===== config.mk =====
export PLATFORM = sky130hd
export DESIGN_NAME = tedup_ram
export DESIGN_NICKNAME = d
export VERILOG_FILES = /design/src/design/tedup_ram.sv
export SDC_FILE = /design/constraint.sdc
export NUM_CORES = 1
export LEC_CHECK = 0
export ABC_AREA = 1
export BUFFER_PORTS_ARGS = -buffer_cell sky130_fd_sc_hd__buf_2
export CAP_MARGIN = 25
export CORE_ASPECT_RATIO = 0.5
export CORE_MARGIN = 3
export CORE_UTILIZATION = 45
export DETAILED_ROUTE_END_ITERATION = 10
export HOLD_SLACK_MARGIN = 0.02
export PLACE_DENSITY = 0.72
export SETUP_SLACK_MARGIN = 0.05
export SYNTH_ARGS = -nofsm -noshare
export SYNTH_HDL_FRONTEND = slang
export SYNTH_SLANG_ARGS = --single-unit

===== constraint.sdc =====
create_clock -name clk_i -period 1.1 [get_ports clk_i]
set_input_delay 0.11 -clock clk_i [delete_from_list [all_inputs] [get_ports clk_i]]
set_output_delay 0.11 -clock clk_i [all_outputs]
set_load 0.1 [all_outputs]

===== src/design/tedup_ram.sv =====
// Generic single-clock RAM: one write port, one read port, registered read.
// No dependencies.
module tedup_ram #(
  parameter int unsigned Width = 8,
  parameter int unsigned Depth = 16
) (
  input  logic                     clk_i,
  input  logic                     we_i,
  input  logic [$clog2(Depth)-1:0] waddr_i,
  input  logic [Width-1:0]         wdata_i,
  input  logic [$clog2(Depth)-1:0] raddr_i,
  output logic [Width-1:0]         rdata_o
);

  logic [Width-1:0] mem [Depth];

  always_ff @(posedge clk_i) begin
    if (we_i) begin
      mem[waddr_i] <= wdata_i;
    end
    rdata_o <= mem[raddr_i];
  end

endmodule


======== After elaboration in Yosys (flattened, before gate mapping) ========
Memories as Yosys holds them, arrays and structs flattened. A register that Yosys moved wholly into a read port is not among the register bits.
Cells that the tools add are included.
word-level totals
  word-level logic and storage cells ...... 3
  memory bits (writable) .................. 128
  output and inout bits ................... 8
  flip-flop bits (word level) ............. 0
  input port bits ......................... 18
  memories ................................ 1
memories
  name  words  bits a word  rd ports  clocked after memory_dff  write ports  RTL line  RTL
  mem   16     8            1         1                         1            15        logic [Width-1:0] mem [Depth];
operators by class
  multiplexer cells ....................... 2
operator list
  cell     count
  $mux W1  2

======== Logic depth before layout (Yosys ltp) ========
Gate-level depths: netlist (run 1).
  depth after elaboration ................. 2
  depth in mapped cells ................... 8
  gate-level depth less buffers ........... 7

======== Worst setup path after synthesis (run 1) ========
OpenSTA, ideal clock, no wires.
  path kind ............................... input -> register
  start point ............................. in waddr_i[3]
  end point ............................... mem mem[4][0] (enable)
  stages .................................. 2
  path slack .............................. 0.039 ns
  library setup time ...................... 0.370 ns
  data required time ...................... 0.730 ns
  path buffers ............................ 0
  arrival ................................. 0.691 ns
  cells stage by stage .................... nand3b_1 > nor2_1
RTL lines
  item         RTL line  RTL
  from (decl)  9         input logic [$clog2(Depth)-1:0] waddr_i,
  to (decl)    15
Straight into the memory's write port.

======== Worst setup path after layout (run 1) ========
  start point ............................. reg rdata_o[4], read port of mem
  end point ............................... out rdata_o[4]
RTL lines
  item         RTL line  RTL
  from (decl)  12        output logic [Width-1:0] rdata_o
No word-level cell between the ends.

==> results of run 1 <==
-- report_power, final --
part,leakage [nW],switching (W),internal [W]
clock network,0.308,0.00220,0.00404
logic,1.50,0.000753,0.000346
registers,1.22,0.0000627,0.00580
total,3.03,0.00301,0.0102
-- area by class of cell --
class | count | area, sq um
clock buffers | 18 | 429
flip-flops and latches | 136 | 4020
well taps | 165 | 206
inverters | 102 | 383
repair buffers | 51 | 503
fillers | 929 | 5160
clock inverters | 14 | 221
multi-input cells | 289 | 1240
-- sequential cells by signal, summed over array words and instances, names as in the netlist --
register and flops:
rdata_o 8, mem 128
-- cell usage in the layout, fill, tap and decap left out --
cell	instances
clkinvlp_4	3
inv_1	98
nand3b_1	2
clkbuf_1	1
edfxtp_1	128
buf_4	21
bufinv_16	5
nor2_1	17
dfxtp_4	2
clkinv_4	2
buf_12	13
clkbuf_16	17
nand2_1	173
dfxtp_2	6
inv_2	4
inv_6	3
nand3_2	5
clkinv_2	1
buf_2	17
nand3_1	92
-- metrics by stage --
stage / worst slack [ns] / util (%) / instance area (sq um)
after floorplan: 0.0392 / - / 5770
after global placement: -0.0372 / 51.9 / 6310
final: 0.0330 / 57.6 / 7000
after CTS: 0.0137 / 57.4 / 6970
after global routing: 0.0131 / 57.6 / 7000
after detailed placement: -0.0585 / 51.9 / 6310
-- path summary, 6_finish.rpt --
check | start | endpoint | slack, ns | cells after the start
worst min register to register | mem[3][3]$_DFFE_PP_ | rdata_o[3]$_DFF_P_ | 0.67 | 6
worst min-delay path | wdata_i[1] | mem[2][1]$_DFFE_PP_ | 0.1 | 1
worst max-delay path | rdata_o[4]$_DFF_P_ | rdata_o[4] | 0.03 | 1
worst max register to register | mem[9][3]$_DFFE_PP_ | rdata_o[3]$_DFF_P_ | 0.09 | 6
-- what timing repair did --
action,CTS,global route
gates resized for setup,9,8
setup buffers,0,0
setup endpoints to repair,8,15
endpoints found under the hold margin,0,0
-- routing by layer --
layer	routed length [um]	GRT usage (%)	vias up
li1	-	-	1867
met1	5620	26.6	1878
met2	6530	33.8	210
met3	1320	4.33	22
met4	222	7.09	0
met5	0	0	-
-- cells by family after synthesis --
| kind of cell | count (synthesis) |
|---|---|
| simple gates | 289 |
| buf+inv | 126 |
| flops | 136 |
==> impl_metrics.json, run 1 <==
{
  "run_status": "finished clean",
  "die_area_sq_um": 14300,
  "cts_inserted_buffers": 17,
  "finish.net_count": 615,
  "start_util_pct": 47.4,
  "path_cells": "buf_12",
  "finalHoldViolCount": 0,
  "area_added_between_synthesis_and_finish_pct": 21.4,
  "port_buffers": 25,
  "grt_first_pass_wirelength_um": 21500,
  "clock_latency_late_sink_ns": 0.42,
  "drv_cap": 0,
  "placeableCoreArea_sq_um": 12200,
  "final_period_minus_worst_setup_slack_ns": 1.07,
  "postSynthAreaPerCell_sq_um": 10.5,
  "share_of_synthesized_area_occupied_by_flip_flops_and_latches_pct": 69.4,
  "synth_top_family_by_area": "simple AND/OR/NAND/NOR gates",
  "drtPass1Iterations": 5,
  "route.final.wire_length_um": 13700,
  "number_of_instances_in_the_synthesized_netlist": 551,
  "path_max_fanout": 1,
  "layoutNonFillerInstCount": 775,
  "fmax_mhz": 937,
  "synth_top_cell_by_area": "edfxtp_1",
  "synth-simple-area-share_pct": 21.0,
  "timing.final.setup_violations": 0,
  "drt-initial-drc-count": 485,
  "slew_headroom_pct": 75.1,
  "synth_xor_xnor_area_share_pct": 0,
  "grt_util_all_layers_pct": 20.2,
  "period_share_pct": 97.0,
  "timing.clock.skew_ns": 0.00694,
  "netlist_top_cells_count": "173 x nand2_1, 128 x edfxtp_1, 100 x inv_1",
  "detail_route.vias_per_cell": 5.13,
  "number_of_buffers_on_the_longest_clock_path": 2,
  "cts.sinks": 136,
  "io-pin-count": 26,
  "synth_enable_flop_cells": 128,
  "global_route.overflow_total": 0,
  "place.detailed.instances": 743,
  "detail-route-antenna-nets": 0,
  "holdBufCountCts": 0,
  "rsz0062_at_grt": "yes",
  "powerDensity_nw_per_um2": 1890,
  "number_of_antenna_violations_at_the_first_check_in_global_routing": 0,
  "yosys.cell_types.count": 12,
  "fp-row-count": 28,
  "detailed_route_wire_length_per_cell_um": 17.7,
  "synthArstFlopShare_pct": 0,
  "postSynth.topFlopCell": "edfxtp_1",
  "chipWidth_um": 166,
  "cellLeakagePower_nw": 3.03,
  "top_post_synthesis_cells_by_area": "edfxtp_1 67%, nand2_1 11%, nand3_1 8.4%, inv_1 6.5%, dfxtp_1 2.8%",
  "route.vias.total": 3977,
  "yosys_register_bits": 136,
  "worst_hold_slack_ns": 0.0951,
  "yosys-mux-area-fraction_pct": 0,
  "grt_pass1_vias": 3822,
  "crit_family": "flip-flops",
  "cts.htree.levels": 4,
  "finalPower_w": 0.0132,
  "share_of_synthesized_cell_area_in_full_adder_half_adder_and_majority_cells_pct": 0,
  "synth_top_cell_area_share_pct": 66.7,
  "tns_ns": 0,
  "synth-compound-area-share_pct": 0,
  "hold_path.class": "in -> reg",
  "vdd.ir_drop.worst_v": 0.00129,
  "synthesis.area_sq_um": 5770,
  "clk_pin_slew_ns": 0.06,
  "worstMarginPinSlew_ns": 0.374,
  "critical-path-slowest-cell": "dfxtp_4",
  "tritoncts": "yes",
  "dp_hpwl_um": 8160,
  "root_buffer": "clkbuf_16",
  "timing.critical_path.to_type": "primary output",
  "drc": 0,
  "synth.net_count": 569,
  "worst_setup_path_start_kind": "register",
  "data_required_time_of_the_critical_path_ns": 0.99,
  "crit_type": "reg -> out",
  "grt_max_degree": 33,
  "worstPathArrival_ns": 0.96,
  "final_layout_size_suffix_gt1_share_pct": 16.2,
  "gp_congestion": 0.861,
  "yosys_warnings": 0,
  "number_of_antenna_diodes": 0,
  "slowest_delay_ns": 0.37,
  "floorplan.die.height_um": 86.0,
  "most_repeated_cell_in_the_gate_level_netlist_after_synthesis": "nand2_1",
  "worstPathBufferInverterCount": 1,
  "timing_max_transition_violations_final": 0
}
Power figures use the tool's default switching activity.
==> run 2: changes to the inputs <==
--- a/config.mk
+++ b/config.mk
@@ -9,7 +9,7 @@
 export BUFFER_PORTS_ARGS = -buffer_cell sky130_fd_sc_hd__buf_2
 export CAP_MARGIN = 25
 export CORE_ASPECT_RATIO = 0.5
-export CORE_MARGIN = 3
+export CORE_MARGIN = 2
 export CORE_UTILIZATION = 45
 export DETAILED_ROUTE_END_ITERATION = 10
 export HOLD_SLACK_MARGIN = 0.02
==> impl_metrics.json, run 2 (synthesis results as in run 1) <==
{
  "run_status": "finished clean",
  "globalRoute.busiestLayer": "met2",
  "clk_pin_slew_ns": 0.05,
  "fmax_mhz": 945,
  "tritoncts": "yes",
  "worst_setup_path_start_kind": "register",
  "max_flop_register": "mem",
  "groute.layer.met1.usage_pct": 28.2,
  "critical-path-slowest-cell": "dfxtp_4",
  "drtPass1Iterations": 5,
  "timing.clock.skew_ns": 0.00667,
  "cellLeakagePower_nw": 3.01,
  "grt_max_degree": 33,
  "place.detailed.instances": 752,
  "area_added_between_synthesis_and_finish_pct": 19.9,
  "dp_hpwl_um": 8080,
  "data_required_time_of_the_critical_path_ns": 0.99,
  "chipWidth_um": 164,
  "path_cells": "buf_12",
  "powerDensity_nw_per_um2": 1730,
  "clock_latency_late_sink_ns": 0.42,
  "worstPathArrival_ns": 0.95,
  "power_report.internal_total_w": 0.00926,
  "hold_path.class": "in -> reg",
  "number_of_antenna_violations_at_the_first_check_in_global_routing": 0,
  "cts.htree.levels": 4,
  "worstPathBufferInverterCount": 1,
  "crit_family": "flip-flops",
  "period_share_pct": 96.2,
  "worstMarginPinSlew_ns": 0.432,
  "groute.layer.met2.usage_pct": 29.8,
  "finalHoldViolCount": 0,
  "slowest_delay_ns": 0.36,
  "rsz0062_at_grt": "yes",
  "vdd.ir_drop.worst_v": 0.00103,
  "power_frac_seq_pct": 49.0,
  "met3_track_demand_over_resource_in_global_routing_pct": 6.01,
  "route.vias.total": 3943,
  "drt-initial-drc-count": 473,
  "number_of_buffers_on_the_longest_clock_path": 2,
  "timing.critical_path.to_type": "primary output",
  "finish.instance_area_sq_um": 6920,
  "place_area_sq_um": 6360,
  "final_period_minus_worst_setup_slack_ns": 1.06,
  "placeableCoreArea_sq_um": 12600,
  "drv_cap": 0,
  "start_util_pct": 45.8,
  "fp-row-count": 29,
  "gp_congestion": 0.835,
  "grt_util_all_layers_pct": 20.4,
  "net_switching_power_of_the_design_w": 0.00271,
  "timing.final.setup_violations": 0,
  "crit_type": "reg -> out",
  "floorplan.die.height_um": 84.0,
  "io-pin-count": 26,
  "detail_route.vias_per_cell": 5.04,
  "cts_inserted_buffers": 17,
  "route.final.wire_length_um": 12900,
  "pwr-share-clk_pct": 41.7,
  "top_regs": "mem: 128 flops, rdata_o: 8 flops",
  "number_of_antenna_diodes": 0,
  "switching_share_pct": 22.6,
  "finish.net_count": 619,
  "layoutNonFillerInstCount": 782,
  "final_layout_size_suffix_gt1_share_pct": 15.4,
  "die_area_sq_um": 13800,
  "detailed_route_wire_length_per_cell_um": 16.5,
  "comb_power_share_pct": 9.3,
  "slew_headroom_pct": 71.2,
  "largest_register_ff_count": 128,
  "cts.sinks": 136,
  "buffers_inserted_during_post_cts_setup_optimization": 0,
  "grt_pass1_vias": 3730,
  "layout.cells.most_common_list": "173 x nand2_1, 128 x edfxtp_1, 100 x inv_1",
  "root_buffer": "clkbuf_16",
  "drc": 0,
  "path_max_fanout": 1,
  "timing_max_transition_violations_final": 0,
  "port_buffers": 25,
  "grt_first_pass_wirelength_um": 20200,
  "global_route.overflow_total": 0,
  "layout_commonest_cell": "nand2_1",
  "detail-route-antenna-nets": 0
}
[run 2: area by class of cell]
type | instances | area, sq um
Clock buffer | 23 | 458
Multi-Input combinational cell | 289 | 1240
Tap cell | 170 | 213
Sequential cell | 136 | 4020
Fill cell | 974 | 5670
Clock inverter | 7 | 57.6
Inverter | 102 | 383
Timing Repair Buffer | 55 | 546
[run 2: metal layers]
metal  wire, um  up-vias
li1           -     1872
met1       5510     1853
met2       5850      194
met3       1300       24
met4        273        0
met5          0        -
[run 2: worst paths after layout]
kind / start / to / slack, ns / cells after the start
worst max-delay path: rdata_o[7]$_DFF_P_ / rdata_o[7] / 0.04 / 1
worst min register to register: mem[10][7]$_DFFE_PP_ / rdata_o[7]$_DFF_P_ / 0.65 / 6
worst min-delay path: wdata_i[4] / mem[10][4]$_DFFE_PP_ / 0.11 / 1
worst max register to register: mem[6][4]$_DFFE_PP_ / rdata_o[4]$_DFF_P_ / 0.08 / 6
[run 2: timing repair]
| item | in CTS | in global routing |
|---|---|---|
| hold buffers | 0 | 0 |
| setup endpoints to repair | 9 | 13 |
| pin swaps | 0 | 1 |
| gates resized for setup | 10 | 5 |
[run 2: power groups by stage]
stage	registers [W]	clock network, W	logic [W]
floorplan	0.00617	0	0.000409
global route	0.00587	0.00527	0.00119
global placement	0.00595	0	0.00107
detailed placement	0.00596	0	0.00109
CTS	0.00586	0.00504	0.00110
finish	0.00586	0.00500	0.00111
[run 2: through the flow]
step	setup slack, ns	power [W]	hold WS, ns	utilization, %	TNS [ns]
floorplan	0.0392	0.00658	0.209	-	0
global placement	-0.0676	0.00703	0.527	50.5	-0.317
detailed placement	-0.0743	0.00704	0.540	50.5	-0.299
CTS	0.0211	0.0120	0.0971	54.7	0
global route	0.0104	0.0123	0.105	54.9	0
finish	0.0417	0.0120	0.112	54.9	0
