--- src/design/tedup_pkg.sv ---
// Shared types and constants for the triangle edge dedup unit.
// Used by the top level, tedup_ctrl and tedup_chk; depends on nothing.
package tedup_pkg;

  localparam int unsigned EDGE_CAPACITY = 4096;

  localparam logic [1:0] CFG_IDX_MODE = 2'd0;
  localparam logic [1:0] CFG_IDX_SIZE = 2'd1;

  localparam logic [1:0] SIZE_8  = 2'd0;
  localparam logic [1:0] SIZE_16 = 2'd1;
  localparam logic [1:0] SIZE_32 = 2'd2;

  localparam int unsigned CNT_W   = 13;
  localparam int unsigned CNT_MAX = 8191;

  typedef struct packed {
    logic [31:0] vertex_a;
    logic [31:0] vertex_b;
    logic [31:0] vertex_c;
    logic        start_mesh;
    logic        last_face;
  } in_t;

  typedef struct packed {
    logic [31:0]      edge_low;
    logic [31:0]      edge_high;
    logic             edge_valid;
    logic             overflow;
    logic [CNT_W-1:0] edge_count;
    logic             last_result;
  } out_t;

  typedef struct packed {
    logic       indexed_mode;
    logic [1:0] index_size;
  } cfg_t;

  function automatic logic [31:0] cut_index(logic [1:0] size, logic [31:0] v);
    logic [31:0] r;
    case (size)
      SIZE_8:  r = {24'd0, v[7:0]};
      SIZE_16: r = {16'd0, v[15:0]};
      SIZE_32: r = v;
      default: r = 32'd0;
    endcase
    return r;
  endfunction

endpackage

--- src/design/tedup_ctrl.sv ---
// Sequencer of the edge dedup unit: edge formation, hashed probing of the
// edge table, clearing sweep, result buffering. Depends on tedup_pkg.
module tedup_ctrl #(
  parameter int unsigned EdgeCapacity = tedup_pkg::EDGE_CAPACITY
) (
  input  logic                            clk_i,
  input  logic                            rst_ni,
  input  tedup_pkg::cfg_t                 cfg_i,
  input  logic                            in_valid_i,
  output logic                            in_stall_o,
  input  tedup_pkg::in_t                  in_data_i,
  output logic                            out_valid_o,
  input  logic                            out_stall_i,
  output tedup_pkg::out_t                 out_data_o,
  output logic                            ram_we_o,
  output logic [$clog2(EdgeCapacity)-1:0] ram_waddr_o,
  output logic [64:0]                     ram_wdata_o,
  output logic [$clog2(EdgeCapacity)-1:0] ram_raddr_o,
  input  logic [64:0]                     ram_rdata_i
);

  localparam int unsigned AW = $clog2(EdgeCapacity);
  localparam int unsigned CW = $clog2(EdgeCapacity + 1);

  localparam logic [2:0] S_IDLE  = 3'd0;
  localparam logic [2:0] S_CLEAR = 3'd1;
  localparam logic [2:0] S_HASH  = 3'd2;
  localparam logic [2:0] S_RD    = 3'd3;
  localparam logic [2:0] S_CHK   = 3'd4;
  localparam logic [2:0] S_NEXT  = 3'd5;
  localparam logic [2:0] S_FIN   = 3'd6;
  localparam logic [2:0] S_PUSH  = 3'd7;

  logic [2:0]      st_q, st_d, ret_q, ret_d;
  logic [AW-1:0]   clr_q, clr_d, addr_q, addr_d;
  logic            clr_go_q, clr_go_d;
  logic [31:0]     fc_q, fc_d;
  logic [CW-1:0]   cnt_q, cnt_d, probe_q, probe_d;
  logic            ovf_q, ovf_d, last_q, last_d;
  logic [31:0]     elo_q [3];
  logic [31:0]     elo_d [3];
  logic [31:0]     ehi_q [3];
  logic [31:0]     ehi_d [3];
  logic [1:0]      eidx_q, eidx_d;
  tedup_pkg::out_t pend_q, pend_d, push_q, push_d, out_q, out_d;
  logic            pend_v_q, pend_v_d, out_v_q, out_v_d;

  logic [31:0]   cur_lo, cur_hi, mix, fc_eff, va, vb, vc, base;
  logic [31:0]   ea [3];
  logic [31:0]   eb [3];
  logic [AW-1:0] fold, home, addr_nx;
  logic [CW-1:0] cnt_inc;
  logic          rd_v, rd_hit;

  function automatic logic [tedup_pkg::CNT_W-1:0] sat_cnt(logic [CW-1:0] v);
    return (32'(v) > 32'(tedup_pkg::CNT_MAX)) ? tedup_pkg::CNT_W'(tedup_pkg::CNT_MAX)
                                               : tedup_pkg::CNT_W'(v);
  endfunction

  always_comb begin
    fc_eff = in_data_i.start_mesh ? 32'd0 : fc_q;
    base   = fc_eff + {fc_eff[30:0], 1'b0};
    va     = tedup_pkg::cut_index(cfg_i.index_size, in_data_i.vertex_a);
    vb     = tedup_pkg::cut_index(cfg_i.index_size, in_data_i.vertex_b);
    vc     = tedup_pkg::cut_index(cfg_i.index_size, in_data_i.vertex_c);
    if (cfg_i.indexed_mode) begin
      ea[0] = va; eb[0] = vb;
      ea[1] = vb; eb[1] = vc;
      ea[2] = vc; eb[2] = va;
    end else begin
      ea[0] = base;         eb[0] = base + 32'd1;
      ea[1] = base + 32'd1; eb[1] = base + 32'd2;
      ea[2] = base;         eb[2] = base + 32'd2;
    end
  end

  always_comb begin
    cur_lo  = elo_q[eidx_q];
    cur_hi  = ehi_q[eidx_q];
    mix     = cur_lo ^ {cur_hi[18:0], cur_hi[31:19]};
    fold    = mix[AW-1:0] ^ AW'(mix >> AW);
    home    = ({1'b0, fold} >= (AW+1)'(EdgeCapacity)) ? fold - AW'(EdgeCapacity) : fold;
    addr_nx = (addr_q == AW'(EdgeCapacity - 1)) ? '0 : addr_q + 1'b1;
    cnt_inc = cnt_q + 1'b1;
    rd_v    = ram_rdata_i[64];
    rd_hit  = rd_v && (ram_rdata_i[63:32] == cur_lo) && (ram_rdata_i[31:0] == cur_hi);
  end

  always_comb begin
    st_d     = st_q;
    ret_d    = ret_q;
    clr_d    = clr_q;
    clr_go_d = clr_go_q;
    addr_d   = addr_q;
    fc_d     = fc_q;
    cnt_d    = cnt_q;
    probe_d  = probe_q;
    ovf_d    = ovf_q;
    last_d   = last_q;
    elo_d    = elo_q;
    ehi_d    = ehi_q;
    eidx_d   = eidx_q;
    pend_d   = pend_q;
    pend_v_d = pend_v_q;
    push_d   = push_q;
    out_d    = out_q;
    out_v_d  = out_v_q;
    ram_we_o    = 1'b0;
    ram_waddr_o = addr_q;
    ram_wdata_o = {1'b1, cur_lo, cur_hi};
    ram_raddr_o = addr_q;

    if (out_v_q && !out_stall_i) begin
      out_v_d = 1'b0;
    end

    case (st_q)
      S_IDLE: begin
        if (in_valid_i) begin
          for (int k = 0; k < 3; k++) begin
            elo_d[k] = (ea[k] < eb[k]) ? ea[k] : eb[k];
            ehi_d[k] = (ea[k] < eb[k]) ? eb[k] : ea[k];
          end
          fc_d   = fc_eff + 32'd1;
          last_d = in_data_i.last_face;
          eidx_d = 2'd0;
          if (in_data_i.start_mesh) begin
            cnt_d    = '0;
            ovf_d    = 1'b0;
            clr_d    = '0;
            clr_go_d = 1'b1;
            st_d     = S_CLEAR;
          end else begin
            st_d = S_HASH;
          end
        end
      end
      S_CLEAR: begin
        ram_we_o    = 1'b1;
        ram_waddr_o = clr_q;
        ram_wdata_o = '0;
        clr_d       = clr_q + 1'b1;
        if (clr_q == AW'(EdgeCapacity - 1)) begin
          st_d = clr_go_q ? S_HASH : S_IDLE;
        end
      end
      S_HASH: begin
        addr_d  = home;
        probe_d = '0;
        st_d    = S_RD;
      end
      S_RD: begin
        st_d = S_CHK;
      end
      S_CHK: begin
        st_d = S_NEXT;
        if (!rd_hit) begin
          if (!rd_v) begin
            if (32'(cnt_q) >= 32'(EdgeCapacity)) begin
              ovf_d = 1'b1;
            end else begin
              ram_we_o = 1'b1;
              cnt_d    = cnt_inc;
              pend_d   = '{edge_low: cur_lo, edge_high: cur_hi, edge_valid: 1'b1,
                           overflow: ovf_q, edge_count: sat_cnt(cnt_inc),
                           last_result: 1'b0};
              pend_v_d = 1'b1;
              if (pend_v_q) begin
                push_d = pend_q;
                ret_d  = S_NEXT;
                st_d   = S_PUSH;
              end
            end
          end else if (32'(probe_q) + 32'd1 >= 32'(EdgeCapacity)) begin
            ovf_d = 1'b1;
          end else begin
            addr_d  = addr_nx;
            probe_d = probe_q + 1'b1;
            st_d    = S_RD;
          end
        end
      end
      S_NEXT: begin
        if (eidx_q == 2'd2) begin
          st_d = S_FIN;
        end else begin
          eidx_d = eidx_q + 2'd1;
          st_d   = S_HASH;
        end
      end
      S_FIN: begin
        ret_d = S_IDLE;
        if (pend_v_q) begin
          push_d             = pend_q;
          push_d.last_result = last_q;
          pend_v_d           = 1'b0;
          st_d               = S_PUSH;
        end else if (last_q) begin
          push_d = '{edge_low: '0, edge_high: '0, edge_valid: 1'b0, overflow: ovf_q,
                     edge_count: sat_cnt(cnt_q), last_result: 1'b1};
          st_d   = S_PUSH;
        end else begin
          st_d = S_IDLE;
        end
      end
      S_PUSH: begin
        if (!out_v_q || !out_stall_i) begin
          out_d   = push_q;
          out_v_d = 1'b1;
          st_d    = ret_q;
        end
      end
      default: st_d = S_IDLE;
    endcase
  end

  always_ff @(posedge clk_i or negedge rst_ni) begin
    if (!rst_ni) begin
      st_q     <= S_CLEAR;
      ret_q    <= S_IDLE;
      clr_q    <= '0;
      clr_go_q <= 1'b0;
      fc_q     <= '0;
      cnt_q    <= '0;
      ovf_q    <= 1'b0;
      eidx_q   <= '0;
      pend_v_q <= 1'b0;
      out_v_q  <= 1'b0;
    end else begin
      st_q     <= st_d;
      ret_q    <= ret_d;
      clr_q    <= clr_d;
      clr_go_q <= clr_go_d;
      fc_q     <= fc_d;
      cnt_q    <= cnt_d;
      ovf_q    <= ovf_d;
      eidx_q   <= eidx_d;
      pend_v_q <= pend_v_d;
      out_v_q  <= out_v_d;
    end
  end

  always_ff @(posedge clk_i) begin
    addr_q  <= addr_d;
    probe_q <= probe_d;
    last_q  <= last_d;
    elo_q   <= elo_d;
    ehi_q   <= ehi_d;
    pend_q  <= pend_d;
    push_q  <= push_d;
    out_q   <= out_d;
  end

  assign in_stall_o  = (st_q != S_IDLE);
  assign out_valid_o = out_v_q;
  assign out_data_o  = out_q;

endmodule

--- config.mk ---
export PLATFORM = sky130hd
export DESIGN_NAME = tedup_ctrl
export DESIGN_NICKNAME = d
export VERILOG_FILES = /design/src/design/tedup_pkg.sv /design/src/design/tedup_ctrl.sv
export SDC_FILE = /design/constraint.sdc
export NUM_CORES = 1
export LEC_CHECK = 0
export BUFFER_PORTS_ARGS = -buffer_cell sky130_fd_sc_hd__buf_2
export CAP_MARGIN = 20
export CORE_MARGIN = 1.5
export CORE_UTILIZATION = 40
export DETAILED_ROUTE_END_ITERATION = 16
export PLACE_DENSITY = 0.63
export SYNTH_ARGS = -nofsm -noshare
export SYNTH_HDL_FRONTEND = slang
export SYNTH_SLANG_ARGS = --single-unit
--- constraint.sdc ---
create_clock -name clk_i -period 11.9 [get_ports clk_i]
set_input_delay 1.19 -clock clk_i [delete_from_list [all_inputs] [get_ports clk_i]]
set_output_delay 1.19 -clock clk_i [all_outputs]
set_load 0.05 [all_outputs]
* Word level (Yosys, flattened, before mapping)
Index checks and enable logic that the tools add are counted.
Word-level totals: bits of input ports 170, word-level logic and storage cells 197, output and inout port bits 172, register bits 525
Cells by class: bitwise operators 6, reduce and logical (&&, ||, !) cells 27, eq/ne operators 28, add/sub/neg operators 10, magnitude comparators 6, multiplexer cells 85
Operators by type and width (count):
- two-way mux 80 bit | 6
- two-way mux 32 bit | 11
- case mux 32 bit (3 select lines) | 3
- two-way mux 96 bit | 2
- case mux 80 bit (2 select lines) | 1
- binary-select mux 32 bit (select 2 bit) | 2
- two-way mux 13 bit | 8
- < comparator 32 bit | 3
- two-way mux 12 bit | 7
- two-way mux 65 bit | 1
- adder 32 x 1 -> 32 bit, second input constant | 2
- equality test 32 bit | 2
- case mux 13 bit (2 select lines) | 2
- case mux 12 bit (2 select lines) | 2
- two-way mux 3 bit | 13
- adder 32 x 2 -> 32 bit, second input constant | 1
- adder 32 bit | 1
- adder 13 x 1 -> 13 bit, second input constant | 2
- adder 12 x 1 -> 12 bit, second input constant | 2
- equality test 12 bit, second input constant | 2
- case mux 3 bit (8 select lines) | 1
- bitwise XOR 24 bit | 1
- inequality test 2 bit, second input constant | 11
- AND reduction 6 bit | 3
- other kinds (30) | 73

* Longest topological paths before layout
depth after elaboration 9, depth in mapped cells 37, depth with buffers taken out 29

* Least setup slack after synthesis
No wires, ideal clock.
path type input to register, start input port in_data_i[1] (netlist bit), end register elo_q[11] (netlist bit), data pin, cell stages on the path 35, setup time 277 ps, required time 11623 ps, setup slack 3662 ps, data arrival time 7961 ps, path buffers 11, path through buf_4 -> buf_6 -> buf_4 -> buf_4 -> clkbuf_1 -> clkbuf_1 -> clkbuf_1 -> a21oi_1 -> ha_1 -> o21ai_1 -> a221oi_4 -> mux2i_1 -> and2_1 -> buf_2 -> or4_1 -> nor4_1 -> and4_1 -> buf_4 -> nand2_1 -> xnor2_1 -> o21ai_0 -> inv_1 -> ha_1 -> a21o_1 -> a21o_1 -> a21oi_1 -> nor2b_1 -> o21ai_0 -> nand2b_1 -> a21oi_1 -> o311ai_0 -> a31oi_1 -> clkbuf_1 -> clkbuf_1 -> mux2i_1
On the way: cells in the longest elaborated chain, start to end 6, elaborated cells between the ends (all ways) 7, those cells by class 2 x add/sub; 1 x order compare; 4 x mux
RTL lines:
- start: declaration | RTL line tedup_ctrl.sv:11 | input tedup_pkg::in_t in_data_i,
- two-way mux 32 bit * | RTL line tedup_ctrl.sv:61 | fc_eff = in_data_i.start_mesh ? 32'd0 : fc_q;
- adder 32 bit * | RTL line tedup_ctrl.sv:62 | base = fc_eff + {fc_eff[30:0], 1'b0};
- adder 32 x 2 -> 32 bit | RTL line tedup_ctrl.sv:73 | ea[2] = base; eb[2] = base + 32'd2;
- two-way mux 96 bit | RTL line tedup_ctrl.sv:66 | if (cfg_i.indexed_mode) begin
- < comparator 32 bit | RTL line tedup_ctrl.sv:121 | elo_d[k] = (ea[k] < eb[k]) ? ea[k] : eb[k];
- two-way mux 32 bit * | RTL line tedup_ctrl.sv:121
- end signal: assignment | RTL line tedup_ctrl.sv:247 | elo_q <= elo_d;
- end: declaration | RTL line tedup_ctrl.sv:40 | logic [31:0] elo_q [3];
Every way passes the cells marked *; elsewhere a longest branch is shown, timed or not. A chain may end at the register's enable or synchronous reset.

* Worst setup path after layout
start input port in_data_i[1] (netlist bit), end register elo_q[95] (netlist bit), data pin
On the way: cells in the longest elaborated chain, start to end 6, elaborated cells between the ends (all ways) 7, those cells by class 2 x add/sub; 1 x order compare; 4 x mux
RTL lines:
- two-way mux 32 bit * | RTL line tedup_ctrl.sv:61
- adder 32 bit * | RTL line tedup_ctrl.sv:62
- adder 32 x 1 -> 32 bit | RTL line tedup_ctrl.sv:71 | ea[0] = base; eb[0] = base + 32'd1;
- two-way mux 96 bit | RTL line tedup_ctrl.sv:66
- < comparator 32 bit | RTL line tedup_ctrl.sv:121
- two-way mux 32 bit * | RTL line tedup_ctrl.sv:121
Marked as above.

==> reports/metrics.yaml <==
yosys:
  synth-edff-count: 456
  synth_top_cell_area_share: 0.439
  syn_inst: 2912
  synthTopCellsByArea: "edfxtp_1, mux2i_1, dfrtp_1, ha_1, xnor2_1"
  synth_fp_nets: 3191
  yosys_warnings: 0
  synth_top_cell_by_area: "edfxtp_1"
  syn_area_sq_mm: 0.0312
  synth_cell_types: 100
  synth-seq-cells: 523
  syn_area_per_cell_sq_um: 10.7
  ys_seq_area_frac: 0.493
  synthArstFlopShare: 0.128
  synth.most_common_cell: "edfxtp_1"
  synth_common_cells: "edfxtp_1, nand2_1, nor2_1, a21oi_1, mux2i_1"
  synth_top_flop_cell: "edfxtp_1"
pwr:
  ir_drop_mv: 0.207
  power.leakage_uw: 0.0140
  powerDensity_mw_per_mm2: 224
sta:
  finalCritPeriodShare: 0.796
  hold_violations: 0
  whs_ps: 415
  final-max-slew-violation-count: 0
  max_freq_mhz: 106
  slew_headroom: 0.175
  worst_slack_ps: 2430
  fin_tns_setup_ps: 0
  finClkSkew_ps: 23.6
  grt_setup_unrepaired: "false"
  finalSetupViolCount: 0
  fin_crit_ps: 9470
  worst_slew_pin_slew_ps: 1240
placed_design:
  io_buffers: 341
  hpwlAfterDp_um: 72600
  dpl_worst_slack_ps: 1890
  gp_congestion: 0.912
drt:
  drc: 0
  num_vias: 23500
  drtIter0Drc: 2267
  drtPass1Iterations: 6
  wire_per_inst_um: 22.3
  detail-route-antenna-nets: 0
  vias_per_cell: 5.46
  routed_wl_um: 96300
global_route:
  grt_pass1_vias: 21500
  grt_max_degree: 89
  grt_pass1_wl_um: 138000
  track_usage: 0.234
  overflow: 0
  antenna_found_initial: 14
cts:
  ctsLongestPathBuffers: 3
  cts_setup_buffers: 0
  cts_sinks: 523
  cts_tree: "built"
  cts_resized: 0
  cts-root-buf: "clkbuf_16"
  clk_latency_ps: 620
  cts_buffers: 55
  htree_levels: 2
  hold_buffers: 0
  clk_pin_slew_ps: 60
min_path:
  whs_path_depth: 0
  hp-class: "reg2reg"
cells_and_area:
  drive_above_1_share: 0.178
  nets: 3499
  area_delta_synth_final_pct: 15.2
worst_setup_path:
  startpoint_type: "input pin"
  crit_top_cell: "ha_1"
  slowest_stage: "and2_2"
  cp_data_required_time_ps: 12260
  crit_fanout: 34
  end_kind: "flip-flop"
  critPathKind: "in2reg"
  max_stage_delay_ps: 800
  reg2reg_depth: 24
  crit_arrival_ps: 9830
run:
  drv_cap: 0
floorplanning:
  coreArea_sq_mm: 0.0773
  io-pin-count: 342
  die_h_um: 282
  rows: 102
  die_area_sq_mm: 0.0797
  fp.dieW_um: 282
  start_util: 0.403
status:
  status: "completed"
cell families (layout without fill, tap and decap cells):
kind of cell | count (synthesis) | in the layout | synth area share
and+or+nand+nor | 900 | 900 | 0.146
AOI/OAI and AO/OA | 601 | 601 | 0.126
DFF | 523 | 523 | 0.493
buffers and inverters | 291 | 641 | 0.0409
muxes | 248 | 248 | 0.0823
xor gates and xnor gates | 240 | 240 | 0.0678
adders and majority gates | 109 | 109 | 0.0437
other | 0 | 7 | 0
where the power goes:
group	leakage (uW)	total [uW]	internal, uW	switching (uW)
Combinational	0.00808	3550	1070	2480
Sequential	0.00507	2760	2520	239
Clock	0.000890	1750	1020	730
sequential cells by signal (all words and copies together), names as in the netlist, 3 cells and up:
name and flops:
ehi_q 96, elo_q 96, out_data_o 80, push_q 80
pend_q 78, fc_q 32, cnt_q 13, probe_q 13
clr_q 12, ram_raddr_o 12, st_q 3
worst max-delay path, delay by kind of cell:
| kind | cells | cell delay, ps |
|---|---|---|
| multiplexers | 1 | 360 |
| XOR/XNOR | 1 | 270 |
| AND/OR/NAND/NOR | 7 | 3320 |
| buffers and inverters | 5 | 1130 |
| adder cells (fa/ha/maj) | 3 | 1000 |
| AO/OA/AOI/OAI | 10 | 2500 |
path summary, 6_finish.rpt:
kind	startpoint	to	slack, ps
max	in_data_i[1]	elo_q[95]$_DFFE_PP_	2430
min	push_q[53]$_DFFE_PP_	out_data_o[53]$_DFFE_PP_	410
max reg2reg	fc_q[1]$_DFFE_PN0P_	elo_q[95]$_DFFE_PP_	3210
min reg2reg	push_q[53]$_DFFE_PP_	out_data_o[53]$_DFFE_PP_	410
max in group asynchronous	rst_ni	eidx_q[1]$_DFFE_PN0P_	10210
min in group asynchronous	rst_ni	fc_q[29]$_DFFE_PN0P_	470
stage by stage:
stage	power [uW]	util	cells	cell area, sq um
after detailed placement	6360	0.441	4203	34100
after CTS	8120	0.464	4302	35900
after global routing	8470	0.465	4308	35900
after global placement	6330	0.441	4202	34100
after floorplan	5270	-	2912	31200
final	8060	0.465	4309	35900
cells in the final DEF, fill, tap and decap left out, types with 66 or more instances in the layout:
cell type and instances:
xor2_1 89, xnor2_1 149, o21ai_0 114, buf_2 340, and2_1 79, edfxtp_1 456
nor2_1 191, buf_4 66, mux2i_1 183, inv_1 124, nand2_1 249, ha_1 109
nor2b_1 90, a21oi_1 183
layer usage:
metal / vias to the layer above / share of wire / GRT usage / routed length (um)
met5: - / 0.00047 / 0 / 45
met4: 6 / 0.033 / 0.0817 / 3130
met3: 137 / 0.064 / 0.0318 / 6200
met2: 848 / 0.45 / 0.369 / 43200
met1: 11300 / 0.45 / 0.331 / 43700
li1: 11200 / - / - / -
final cells by class:
type / instances / area [sq um]
Fill cell: 7289 / 41400
Tap cell: 1040 / 1300
Sequential cell: 523 / 15400
Timing Repair Buffer: 410 / 2260
Antenna cell: 7 / 17.5
Clock buffer: 69 / 1450
Inverter: 132 / 502
Clock inverter: 30 / 384
Multi-Input combinational cell: 2098 / 14600
No activity file was read; power rests on OpenSTA's default activity.
